[src/rtl/mdrf_pkg.sv]
// Package: widths, codes, CSR indices and types for the mesh dedup relay filter.
package mdrf_pkg;
   localparam int unsigned CacheEntriesDefault = 16;
   localparam int unsigned CsrIdxWidth = 3;

   localparam logic [1:0] MODE_RECV   = 2'd0;
   localparam logic [1:0] MODE_SEND   = 2'd1;
   localparam logic [1:0] MODE_PURGE  = 2'd2;
   localparam logic [1:0] MODE_UNUSED = 2'd3;

   localparam logic [2:0] VERDICT_OK      = 3'd0;
   localparam logic [2:0] VERDICT_SELF    = 3'd1;
   localparam logic [2:0] VERDICT_BAD     = 3'd2;
   localparam logic [2:0] VERDICT_DUP     = 3'd3;
   localparam logic [2:0] VERDICT_TTL     = 3'd4;

   localparam logic [CsrIdxWidth-1:0] CSR_OWN_ID    = 3'd0;
   localparam logic [CsrIdxWidth-1:0] CSR_BCAST_ID  = 3'd1;
   localparam logic [CsrIdxWidth-1:0] CSR_WINDOW    = 3'd2;
   localparam logic [CsrIdxWidth-1:0] CSR_MAX_HOPS  = 3'd3;
   localparam logic [CsrIdxWidth-1:0] CSR_START_HOPS = 3'd4;
   localparam logic [CsrIdxWidth-1:0] CSR_RELAY_MASK = 3'd5;

   typedef struct packed {
      logic [1:0]  mode;
      logic [31:0] now_ms;
      logic        decode_ok;
      logic [31:0] src_node;
      logic [31:0] dest_id;
      logic [31:0] msg_id;
      logic [7:0]  hops_left;
      logic [7:0]  pkt_flags;
   } req_type;

   typedef struct packed {
      logic [2:0]  verdict;
      logic        deliver;
      logic        relay;
      logic [7:0]  out_hops;
      logic [7:0]  out_flags;
      logic [31:0] out_sender;
      logic [31:0] relayed_total;
      logic [31:0] dropped_total;
   } rsp_type;

   // one cache line: sender, message, stamp
   typedef struct packed {
      logic [31:0] sender;
      logic [31:0] msg;
      logic [31:0] stamp;
   } line_type;
endpackage

[src/rtl/mdrf_if.sv]
// Interfaces: request and response channels.
interface mdrf_req_if import mdrf_pkg::*; ();
   logic    valid;
   logic    ready;
   req_type data;
   modport source (output valid, output data, input ready);
   modport sink (input valid, input data, output ready);
endinterface

interface mdrf_rsp_if import mdrf_pkg::*; ();
   logic    valid;
   logic    ready;
   rsp_type data;
   modport source (output valid, output data, input ready);
   modport sink (input valid, input data, output ready);
endinterface

[src/rtl/mesh_dedup_relay_filter_top.sv]
// Top level: duplicate-suppression cache and relay decision for mesh packets.
//
// Requests arrive on req (valid/ready). Each carries a mode: received packet,
// own send, or purge tick. One response per request leaves on rsp.
// The cache lives in one RAM (sender, message, stamp per line) with a
// valid bit per line in flip-flops. A purge tick, or a received packet that decoded
// and is not from own_id, scans the cache one line per cycle through the RAM read
// port before its response is built in the done state; an own send, an unused mode
// or any other received packet goes straight from idle to the done state.
// One request is worked at a time; req_ready is high only in the idle state
// while the response register is free or being taken.
// The response stays in an output register until rsp_ready; a stalled
// receiver holds the block after the current request.
// Reset (synchronous, active high) clears the valid bits, the head
// pointer, the counters and restores register defaults; RAM contents are
// left as they are and are ignored until written.
// csr_we writes register csr_index with csr_wdata at once; the user must
// write only while the block is idle; the block itself does not enforce it.
module mesh_dedup_relay_filter_top import mdrf_pkg::*; #(
   parameter int unsigned CACHE_ENTRIES = CacheEntriesDefault
) (
   input  logic                   clock,
   input  logic                   reset,
   mdrf_req_if.sink               req,
   mdrf_rsp_if.source             rsp,
   input  logic                   csr_we,
   input  logic [CsrIdxWidth-1:0] csr_index,
   input  logic [31:0]            csr_wdata
);
   localparam int unsigned AW = $clog2(CACHE_ENTRIES);
   localparam logic [AW-1:0] LastIdx = AW'(CACHE_ENTRIES - 1);

   localparam logic [1:0] ST_IDLE = 2'd0;
   localparam logic [1:0] ST_SCAN = 2'd1;
   localparam logic [1:0] ST_DONE = 2'd2;

   // configuration registers
   logic [31:0] own_id_ff, bcast_id_ff, window_ff;
   logic [7:0]  max_hops_ff, start_hops_ff, relay_mask_ff;

   always_ff @(posedge clock) begin
      if (reset) begin
         own_id_ff     <= '0;
         bcast_id_ff   <= '1;
         window_ff     <= 32'd30000;
         max_hops_ff   <= 8'd7;
         start_hops_ff <= 8'd3;
         relay_mask_ff <= 8'd1;
      end else if (csr_we) begin
         case (csr_index)
            CSR_OWN_ID:     own_id_ff     <= csr_wdata;
            CSR_BCAST_ID:   bcast_id_ff   <= csr_wdata;
            CSR_WINDOW:     window_ff     <= csr_wdata;
            CSR_MAX_HOPS:   max_hops_ff   <= csr_wdata[7:0];
            CSR_START_HOPS: start_hops_ff <= csr_wdata[7:0];
            CSR_RELAY_MASK: relay_mask_ff <= csr_wdata[7:0];
            default: ;
         endcase
      end
   end

   // control state
   logic [1:0]   state_ff, state_in;
   req_type      cur_ff, cur_in;
   logic [AW-1:0] rd_idx_ff, rd_idx_in;   // address being read
   logic [AW-1:0] cmp_idx_ff, cmp_idx_in; // line whose data is on rd_data
   logic         cmp_vld_ff, cmp_vld_in;
   logic         hit_ff, hit_in;
   logic [CACHE_ENTRIES-1:0] valid_ff, valid_in;
   logic [AW-1:0] head_ff, head_in;
   logic [31:0]  relayed_ff, relayed_in, dropped_ff, dropped_in;
   logic         rsp_vld_ff, rsp_vld_in;
   rsp_type      rsp_ff, rsp_in;

   // RAM port signals
   logic          wr_en;
   logic [AW-1:0] wr_addr;
   line_type      wr_data, rd_data;

   mdrf_ram #(.Width($bits(line_type)), .Depth(CACHE_ENTRIES)) u_cache (
      .clock   (clock),
      .wr_en   (wr_en),
      .wr_addr (wr_addr),
      .wr_data (wr_data),
      .rd_addr (rd_idx_ff),
      .rd_data (rd_data)
   );

   logic        out_free;
   logic [31:0] age;
   logic        line_vld;
   assign out_free  = !rsp_vld_ff || rsp.ready;
   assign req.ready = (state_ff == ST_IDLE) && out_free;
   assign rsp.valid = rsp_vld_ff;
   assign rsp.data  = rsp_ff;
   assign age       = cur_ff.now_ms - rd_data.stamp;
   assign line_vld  = valid_ff[cmp_idx_ff];

   always_comb begin
      state_in   = state_ff;
      cur_in     = cur_ff;
      rd_idx_in  = rd_idx_ff;
      cmp_idx_in = cmp_idx_ff;
      cmp_vld_in = 1'b0;
      hit_in     = hit_ff;
      valid_in   = valid_ff;
      head_in    = head_ff;
      relayed_in = relayed_ff;
      dropped_in = dropped_ff;
      rsp_vld_in = rsp_vld_ff && !rsp.ready;
      rsp_in     = rsp_ff;
      wr_en      = 1'b0;
      wr_addr    = head_ff;
      wr_data    = '0;

      case (state_ff)
         ST_IDLE: begin
            if (req.valid && req.ready) begin
               cur_in    = req.data;
               rd_idx_in = '0;
               hit_in    = 1'b0;
               if (req.data.mode == MODE_PURGE ||
                   (req.data.mode == MODE_RECV && req.data.decode_ok &&
                    req.data.src_node != own_id_ff)) begin
                  state_in = ST_SCAN;
               end else begin
                  state_in = ST_DONE;
               end
            end
         end
         ST_SCAN: begin
            // issue reads, then compare each line in the cycle after its read
            if (rd_idx_ff != LastIdx || !cmp_vld_ff || cmp_idx_ff != LastIdx) begin
               if (!(cmp_vld_ff && cmp_idx_ff == LastIdx)) begin
                  cmp_idx_in = rd_idx_ff;
                  cmp_vld_in = 1'b1;
                  if (rd_idx_ff != LastIdx) rd_idx_in = rd_idx_ff + AW'(1);
               end
            end
            if (cmp_vld_ff && line_vld) begin
               if (cur_ff.mode == MODE_PURGE) begin
                  if (age > window_ff) valid_in[cmp_idx_ff] = 1'b0;
               end else if (rd_data.sender == cur_ff.src_node &&
                            rd_data.msg == cur_ff.msg_id && age < window_ff) begin
                  hit_in = 1'b1;
               end
            end
            if (cmp_vld_ff && cmp_idx_ff == LastIdx) begin
               cmp_vld_in = 1'b0;
               state_in   = ST_DONE;
            end
         end
         ST_DONE: begin
            if (out_free) begin
               rsp_vld_in = 1'b1;
               rsp_in     = '0;
               state_in   = ST_IDLE;
               case (cur_ff.mode)
                  MODE_RECV: begin
                     if (!cur_ff.decode_ok) begin
                        rsp_in.verdict = VERDICT_BAD;
                        dropped_in     = dropped_ff + 32'd1;
                     end else if (cur_ff.src_node == own_id_ff) begin
                        rsp_in.verdict = VERDICT_SELF;
                     end else if (hit_ff) begin
                        rsp_in.verdict = VERDICT_DUP;
                        dropped_in     = dropped_ff + 32'd1;
                     end else begin
                        wr_en   = 1'b1;
                        wr_data = '{cur_ff.src_node, cur_ff.msg_id, cur_ff.now_ms};
                        valid_in[head_ff] = 1'b1;
                        head_in = (head_ff == LastIdx) ? '0 : head_ff + AW'(1);
                        if (cur_ff.hops_left > max_hops_ff) begin
                           rsp_in.verdict = VERDICT_TTL;
                           dropped_in     = dropped_ff + 32'd1;
                        end else begin
                           rsp_in.verdict    = VERDICT_OK;
                           rsp_in.deliver    = (cur_ff.dest_id == own_id_ff) ||
                                               (cur_ff.dest_id == bcast_id_ff);
                           rsp_in.out_hops   = cur_ff.hops_left;
                           rsp_in.out_flags  = cur_ff.pkt_flags;
                           rsp_in.out_sender = cur_ff.src_node;
                           if (cur_ff.hops_left != 8'd0 && cur_ff.dest_id != own_id_ff) begin
                              rsp_in.relay     = 1'b1;
                              rsp_in.out_hops  = cur_ff.hops_left - 8'd1;
                              rsp_in.out_flags = cur_ff.pkt_flags | relay_mask_ff;
                              relayed_in       = relayed_ff + 32'd1;
                           end
                        end
                     end
                  end
                  MODE_SEND: begin
                     wr_en   = 1'b1;
                     wr_data = '{own_id_ff, cur_ff.msg_id, cur_ff.now_ms};
                     valid_in[head_ff] = 1'b1;
                     head_in = (head_ff == LastIdx) ? '0 : head_ff + AW'(1);
                     rsp_in.out_hops   = start_hops_ff;
                     rsp_in.out_flags  = cur_ff.pkt_flags;
                     rsp_in.out_sender = own_id_ff;
                  end
                  default: ;
               endcase
               rsp_in.relayed_total = relayed_in;
               rsp_in.dropped_total = dropped_in;
            end
         end
         default: state_in = ST_IDLE;
      endcase
   end

   always_ff @(posedge clock) begin
      if (reset) begin
         state_ff   <= ST_IDLE;
         cmp_vld_ff <= 1'b0;
         valid_ff   <= '0;
         head_ff    <= '0;
         relayed_ff <= '0;
         dropped_ff <= '0;
         rsp_vld_ff <= 1'b0;
         rd_idx_ff  <= '0;
      end else begin
         state_ff   <= state_in;
         cmp_vld_ff <= cmp_vld_in;
         valid_ff   <= valid_in;
         head_ff    <= head_in;
         relayed_ff <= relayed_in;
         dropped_ff <= dropped_in;
         rsp_vld_ff <= rsp_vld_in;
         rd_idx_ff  <= rd_idx_in;
      end
   end

   always_ff @(posedge clock) begin
      cur_ff     <= cur_in;
      cmp_idx_ff <= cmp_idx_in;
      hit_ff     <= hit_in;
      rsp_ff     <= rsp_in;
   end
endmodule

[src/rtl/mdrf_ram.sv]
// Generic single-port-write, single-read RAM with registered read.
module mdrf_ram #(
   parameter int unsigned Width = 8,
   parameter int unsigned Depth = 16
) (
   input  logic                     clock,
   input  logic                     wr_en,
   input  logic [$clog2(Depth)-1:0] wr_addr,
   input  logic [Width-1:0]         wr_data,
   input  logic [$clog2(Depth)-1:0] rd_addr,
   output logic [Width-1:0]         rd_data
);
   logic [Width-1:0] mem_ff [Depth];

   always_ff @(posedge clock) begin
      if (wr_en) mem_ff[wr_addr] <= wr_data;
      rd_data <= mem_ff[rd_addr];
   end
endmodule

[src/flat_wrapper.sv]
// flat-port wrapper written by rule: the top's interface ports become plain ports
module mesh_dedup_relay_filter_top_flat import mdrf_pkg::*;
#(
   parameter int unsigned CACHE_ENTRIES = CacheEntriesDefault
)
  (clock, reset, csr_we, csr_index, csr_wdata, req_valid, req_data, req_ready, rsp_valid, rsp_data, rsp_ready);
  mdrf_req_if req_i ();
  mdrf_rsp_if rsp_i ();
  input  logic clock;
  input  logic reset;
  input  logic csr_we;
  input  logic [CsrIdxWidth-1:0] csr_index;
  input  logic [31:0] csr_wdata;
  input wire logic [$bits(req_i.valid)-1:0] req_valid;
  input wire logic [$bits(req_i.data)-1:0] req_data;
  output wire logic [$bits(req_i.ready)-1:0] req_ready;
  output wire logic [$bits(rsp_i.valid)-1:0] rsp_valid;
  output wire logic [$bits(rsp_i.data)-1:0] rsp_data;
  input wire logic [$bits(rsp_i.ready)-1:0] rsp_ready;
  assign req_i.valid = req_valid;
  assign req_i.data = req_data;
  assign req_ready = req_i.ready;
  assign rsp_valid = rsp_i.valid;
  assign rsp_data = rsp_i.data;
  assign rsp_i.ready = rsp_ready;
  mesh_dedup_relay_filter_top #(.CACHE_ENTRIES(CACHE_ENTRIES)) u_core (.clock(clock), .reset(reset), .req(req_i), .rsp(rsp_i), .csr_we(csr_we), .csr_index(csr_index), .csr_wdata(csr_wdata));
endmodule
[config.mk]
export PLATFORM = sky130hd
export DESIGN_NAME = mesh_dedup_relay_filter_top_flat
export DESIGN_NICKNAME = d
export VERILOG_FILES = /design/src/rtl/mdrf_pkg.sv /design/src/rtl/mdrf_if.sv /design/src/rtl/mesh_dedup_relay_filter_top.sv /design/src/rtl/mdrf_ram.sv /design/src/flat_wrapper.sv
export SDC_FILE = /design/constraint.sdc
export NUM_CORES = 2
export LEC_CHECK = 0
export BUFFER_PORTS_ARGS = -buffer_cell sky130_fd_sc_hd__buf_4
export CORE_ASPECT_RATIO = 0.6
export CORE_UTILIZATION = 40
export CTS_CLUSTER_DIAMETER = 60
export DETAILED_ROUTE_END_ITERATION = 16
export SETUP_SLACK_MARGIN = 0.05
export SYNTH_ARGS = -nofsm -noshare
export SYNTH_HDL_FRONTEND = slang
export SYNTH_SLANG_ARGS = --single-unit
[constraint.sdc]
create_clock -name clock -period 21.7 [get_ports clock]
set_input_delay 4.34 -clock clock [delete_from_list [all_inputs] [get_ports clock]]
set_output_delay 4.34 -clock clock [all_outputs]
set_load 0.1 [all_outputs]
# After elaboration in Yosys (flattened, before gate mapping)
# Memory sizes are Yosys's and may differ from the RTL's. A register that Yosys moved wholly into a read port is not among the register bits.
# Cells that the tools add are included.
[word_totals] in_bits=187 memories=1 regBits=481 ramBits=1536 wordCells=214 out_inout_bits=119
[classes] n_eq_ne=39 magnitude_cmp=7 n_mux=73 bitwise_logic=8 reduce_logical=46 add_sub_neg=6
[memory_table] name="u_core.u_cache.mem_ff" depth=16 width=96 read_ports=1 rd_ports_with_merged_regs=1 write_ports=1 line_no="mdrf_ram.sv:13" source="logic [Width-1:0] mem_ff [Depth];"
[ops] op="2-to-1 mux 96 bit" n=5
[ops] op="2-to-1 mux 32 bit" n=11
[ops] op="2-to-1 mux 48 bit" n=4
[ops] op="one-hot mux 96 bit (2 select lines)" n=1
[ops] op="== test 32 bit" n=5
[ops] op="2-to-1 mux 16 bit" n=7
[ops] op="one-hot mux 48 bit (2 select lines)" n=1
[ops] op="adder 32 x 1 -> 32 bit, second input constant" n=2
[ops] op="!= test 32 bit" n=2
[ops] op="one-hot mux 16 bit (2 select lines)" n=2
[ops] op="greater-than comparator 32 bit" n=1
[ops] op="< comparator 32 bit" n=1
[ops] op="2-to-1 mux 4 bit" n=8
[ops] op="subtractor 32 bit" n=1
[ops] op="!= test 2 x 1 -> 1 bit, second input constant" n=9
[ops] op="AND reduction 2 bit" n=9
[ops] op="2-to-1 mux 1 bit" n=17
[ops] op="2-to-1 mux 17 bit" n=1
[ops] op="AND 16 bit" n=1
[ops] op="NOT 16 bit" n=1
[ops] op="OR 16 bit" n=1
[ops] op="one-hot mux 4 bit (2 select lines)" n=2
[ops] op="2-to-1 mux 2 bit" n=7
[ops] op="logical AND 1 bit" n=12
[ops] op="other kinds (35)" n=68

# Logic depth before layout (Yosys ltp)
[logic_depth] ltp_word=11 mapped_depth=22 mapped_depth_nobuf=21

# Hierarchy
# Synthesis repeated with hierarchy kept, for this count alone.
[unflattened] hier_cells=4905 area_unflattened_um2=83647.7
[by_module_without_submodules] module="mdrf_ram" area_each_um2=59355.7 seq_area_each_um2=48046.1 cells_each=2460 instances=1
[by_module_without_submodules] module="mesh_dedup_relay_filter_top" area_each_um2=24292.0 seq_area_each_um2=12321.8 cells_each=2445 instances=1

# Least setup slack after synthesis
# Ideal clock, no wire load.
[synth_path] path_type="input -> register" from="in rsp_ready" to="reg u_core.rd_idx_ff[3]" path_buffers=0 t_arrival_ps=15796 setup_time_ps=565 path_stages=8 t_required_ps=21135 setup_slack_ps=5339 path_cell_list="nand2b_1 -> nand2_1 -> nor3_1 -> a31oi_1 -> nor2_1 -> nand4_1 -> xor2_1 -> nor3_1"
[synth_between] elab_chain_cells=5
[synth_lines] item="from (decl)" line_no="flat_wrapper.sv:19" source="input wire logic [$bits(rsp_i.ready)-1:0] rsp_ready;"
[synth_lines] item="logical OR 1 bit" line_no="mesh_dedup_relay_filter_top.sv:92" source="assign out_free = !rsp_vld_ff || rsp.ready;"
[synth_lines] item="logical AND 1 bit" line_no="mesh_dedup_relay_filter_top.sv:93" source="assign req.ready = (state_ff == ST_IDLE) && out_free;"
[synth_lines] item="logical AND 1 bit" line_no="mesh_dedup_relay_filter_top.sv:118" source="if (req.valid && req.ready) begin"
[synth_lines] item="!= test 2 bit (no line)"
[synth_lines] item="AND reduction 5 bit (no line)"
[synth_lines] item="to (signal assigned)" line_no="mesh_dedup_relay_filter_top.sv:229" source="rd_idx_ff <= rd_idx_in;"
[synth_lines] item="to (decl)" line_no="mesh_dedup_relay_filter_top.sv:65" source="logic [AW-1:0] rd_idx_ff, rd_idx_in;"
# Every way passes these cells.
# A chain may end at the register's enable or synchronous reset.

# Final worst setup path
[layout_path] from="in rsp_ready" to="out req_ready"
[layout_between] elab_chain_cells=2
[layout_lines] item="logical OR 1 bit" line_no="mesh_dedup_relay_filter_top.sv:92"
[layout_lines] item="logical AND 1 bit" line_no="mesh_dedup_relay_filter_top.sv:93"
[layout_lines] item="to (decl)" line_no="flat_wrapper.sv:16" source="output wire logic [$bits(req_i.ready)-1:0] req_ready;"
# Every way passes these cells.

==> implementation parameters <==
Parameter                              Value

Status
  Result of the run    complete, no violations

Timing
  Worst slew pin tran    1.25 ns
  Unrepaired setup endpoints after global routing    false
  Hold violation count in the final report    0
  Shortest clock period the worst path allows after layout    9.30 ns
  Headroom to the max-slew limit    15.9%
  Tcrit/Tclk final    between 40% and 50%
  Final setup violating endpoints    0
  Setup TNS    0 ns
  Worst clock skew    0.0623 ns
  Achievable clock frequency    0.108 GHz
  Final Max Tran Viols    0

Clocking
  Register clock-pin slew on the reported worst setup and hold paths    0.06 ns
  Hold-fix buffer count after cts    0
  Resize count post-CTS    0
  Clock tree root driver cell    sky130_fd_sc_hd__clkbuf_16
  # H-tree levels    4
  Maximum buffer depth of the clock tree    4
  Total number of clock tree sinks    about 2.1k
  TritonCTS Buffers    194
  Insertion delay to the later sink of the worst-skew pair    between 0.8 and 0.9 ns
  Setup fix buffers added after clock tree synthesis    0
  Clock tree from TritonCTS    done

Layout
  Relative area change from synthesis to final layout    13.9%
  Sequential standard cell area    60400 um^2
  Total area of multi-input combinational cells    roughly 22000 um^2
  NumNets Final    5263
  Fraction of layout cells with a size suffix above 1    approximately a quarter
  Fill cells    17.5k

Power
  Part of the total power dissipated in sequential elements    51.0%
  IR Drop Worst-Case VDD    0.0660 mV
  Switch share    24.9%
  Overall power    0.00898 W
  Leakage power total    ~32 nW
  Logic gate share of total power    11.3%
  Internal portion of total power    0.00674 W
  Power share of the clock group    a little under two fifths
  Cell Pwr Density    94.1 nW/um^2
  Switch Pwr    0.00224 W

Logic synthesis
  Proportion of synthesized chip area in sequential cells    just over 70%
  Area share of the leading cell type in the synthesized netlist    about two thirds
  Syn nets    4920
  Primary FF master, synth    sky130_fd_sc_hd__edfxtp_1
  Cell taking the most area after synthesis    sky130_fd_sc_hd__edfxtp_1
  Syn_area_per_cell    18.0 um^2
  Post-synth EDFFs    1805
  Gate count after technology mapping    approximately 4.7k
  Post-synth design cell area    83800 um^2
  Async set or reset register ratio after synthesis    0%
  Synth area leaders    sky130_fd_sc_hd__edfxtp_1, sky130_fd_sc_hd__mux4_2, sky130_fd_sc_hd__dfxtp_1
  Number of distinct standard cells referenced by the synthesized netlist    70
  Yosys warning total    0
  Flops & latches, synth    ~2.1k

GRT
  Via count of the first global-routing pass    43.2k
  Initial antenna violation count    12
  Global-route wire length before repair    322000 um
  Total global routing overflow    0
  Pin count of the biggest net entering global routing    just under 100
  GRT Util Overall    a little over a fifth

Setup path
  Reg-to-Reg End    u_core.u_cache.mem_ff[4][33]
  Peak fanout along the critical path    2
  Worst r2r src    u_core.state_ff[1]
  Worst r2r path cells    11
  Beginning of the critical path    rsp_ready
  CP required    17.36 ns
  Startpoint class of the critical path    primary input
  Critical path endpoint    req_ready
  Classification of the worst setup path    in -> out
  Signal arrival time at the worst endpoint    a little under 5 ns
  Critical path capture point type    output pin
  Register-to-register path setup slack    15.13 ns

Floorplan
  Die Area    211000 um^2
  Total I/O pin count    306
  Number of placement rows    between 100 and 150
  Area of the placeable core    207000 um^2
  Initial Utilization    40.4%
  Die Y    356 um
  Overall die width    ~590 um

Worst hold path
  Worst hold path type    reg -> reg
  Beginning of the worst hold path    u_core.max_hops_ff[4]

Detailed routing
  Avg Vias per Cell    around 5.6
  Detailed-route wire length per cell    28.8 um
  Iter 0 DRT Violations    5560
  DRT Pass-1 Iters    5
  Detail Route Antenna Nets    0
  Wire length reported by the detailed router    227000 um
  Overall via count from detail_route    between 40k and 50k
  Drt drc    0

Placed design
  Placer's final routability congestion estimate    0.855
  Number of buffers added on ports    slightly above 300
  HPWL after detailed placement    roughly 140000 um

Run
  Maximum capacitance violations    0
-- critical path: stages --
cell and delay [ns]:
sky130_fd_sc_hd__buf_4 0.08, sky130_fd_sc_hd__nor2b_1 0.05, sky130_fd_sc_hd__nor3_1 0.16, sky130_fd_sc_hd__buf_4 0.33
-- worst min path at each step --
| stage | slack, ns | depth (start not counted) | endpoint |
|---|---|---|---|
| global route | 0.47 | 2 | u_core.max_hops_ff[4] |
| floorplan | 0.41 | 0 | u_core.cmp_idx_ff[2] |
| CTS | 0.46 | 2 | u_core.max_hops_ff[4] |
| global placement | 0.44 | 2 | u_core.start_hops_ff[5] |
| detailed placement | 0.45 | 2 | u_core.max_hops_ff[4] |
| finish | 0.46 | 2 | u_core.max_hops_ff[4] |
-- power groups by stage --
stage	clock (W)	sequential (W)	combinational (W)
after CTS	0.00344	0.00458	0.00102
final	0.00338	0.00458	0.00102
after global routing	0.00359	0.00458	0.00108
after global placement	0	0.00467	0.00101
after detailed placement	0	0.00467	0.00102
after floorplan	0	0.00479	0.000555
-- Yosys cell counts (38+ instances only) --
cell                       instances
sky130_fd_sc_hd__nand3_1          62
sky130_fd_sc_hd__dfxtp_1         308
sky130_fd_sc_hd__nand3b_1         39
sky130_fd_sc_hd__xnor2_1         230
sky130_fd_sc_hd__xor2_1          114
sky130_fd_sc_hd__clkbuf_1        163
sky130_fd_sc_hd__buf_1            38
sky130_fd_sc_hd__and2_1           72
sky130_fd_sc_hd__a21oi_1         136
sky130_fd_sc_hd__nor4_1           54
sky130_fd_sc_hd__mux4_2          485
sky130_fd_sc_hd__nor3_1           48
sky130_fd_sc_hd__a22o_1           48
sky130_fd_sc_hd__edfxtp_1       1805
sky130_fd_sc_hd__ha_1             80
sky130_fd_sc_hd__nor2_1          186
sky130_fd_sc_hd__nand4_1          58
sky130_fd_sc_hd__inv_1           101
sky130_fd_sc_hd__nand2_1         311
-- cells by family after synthesis --
kind of cell	after synthesis	synth area share, %
adders and majority gates	81	1.22
xor gates and xnor gates	344	3.60
and+or+nand+nor	929	5.49
DFF	2113	72.1
AOI/OAI and AO/OA	342	2.72
buffers and inverters	355	1.82
muxes	488	13.1
-- per-stage QoR --
step	instance area [um^2]	util [%]	instances	setup slack [ns]	hold slack [ns]
finish	95400	46.1	7904	12.40	0.455
global route	95400	46.1	7903	12.21	0.468
CTS	95400	46.1	7899	12.40	0.456
detailed placement	89300	43.1	7550	11.51	0.447
global placement	89300	43.1	7550	11.53	0.443
floorplan	83800	-	4652	5.34	0.406
-- routing by layer --
| metal | vias to the layer above | global-route usage (%) | share of wire, % |
|---|---|---|---|
| met4 | 0 | 3.91 | 1.8 |
| met2 | 1833 | 30.8 | 44 |
| li1 | 18900 | - | - |
| met1 | 23600 | 33.5 | 47 |
| met5 | - | 0 | 0 |
| met3 | 269 | 3.90 | 7.9 |
-- final cells by class --
type | instances | share of cell area [%]
diodes | 5 | 0.0131
clock buffers | 255 | 5.52
clock inverters | 94 | 0.881
inverters | 101 | 0.439
multi-input cells | 2184 | 23.0
flip-flops and latches | 2113 | 63.3
well taps | 2751 | 3.61
repair buffers | 401 | 3.20
-- layout by cell type (no fill, tap or decap), drive strengths merged, types with 48 or more instances in the layout --
cell / count
a21oi: 136
a22o: 48
and2: 72
buf: 401
clkbuf: 255
clkinv: 70
dfxtp: 308
edfxtp: 1805
ha: 80
inv: 107
mux4: 485
nand2: 312
nand3: 63
nand4: 59
nor2: 186
nor3: 48
nor4: 66
xnor2: 230
xor2: 114
-- state kept, by name, summed over array words and instances, names as in the netlist --
name	cells
u_core.cur_ff	147
u_core.max_hops_ff	8
u_core.rsp.valid	1
u_core.rd_idx_ff	4
u_core.hit_ff	1
u_core.own_id_ff	32
u_core.rsp.data	117
u_core.u_cache.mem_ff	1536
u_core.cmp_vld_ff	1
u_core.window_ff	32
u_core.bcast_id_ff	32
u_core.relayed_ff	32
u_core.valid_ff	16
u_core.state_ff	2
u_core.u_cache.rd_data	96
u_core.dropped_ff	32
u_core.head_ff	4
u_core.start_hops_ff	8
u_core.relay_mask_ff	8
u_core.cmp_idx_ff	4
Power figures use the tool's default switching activity.
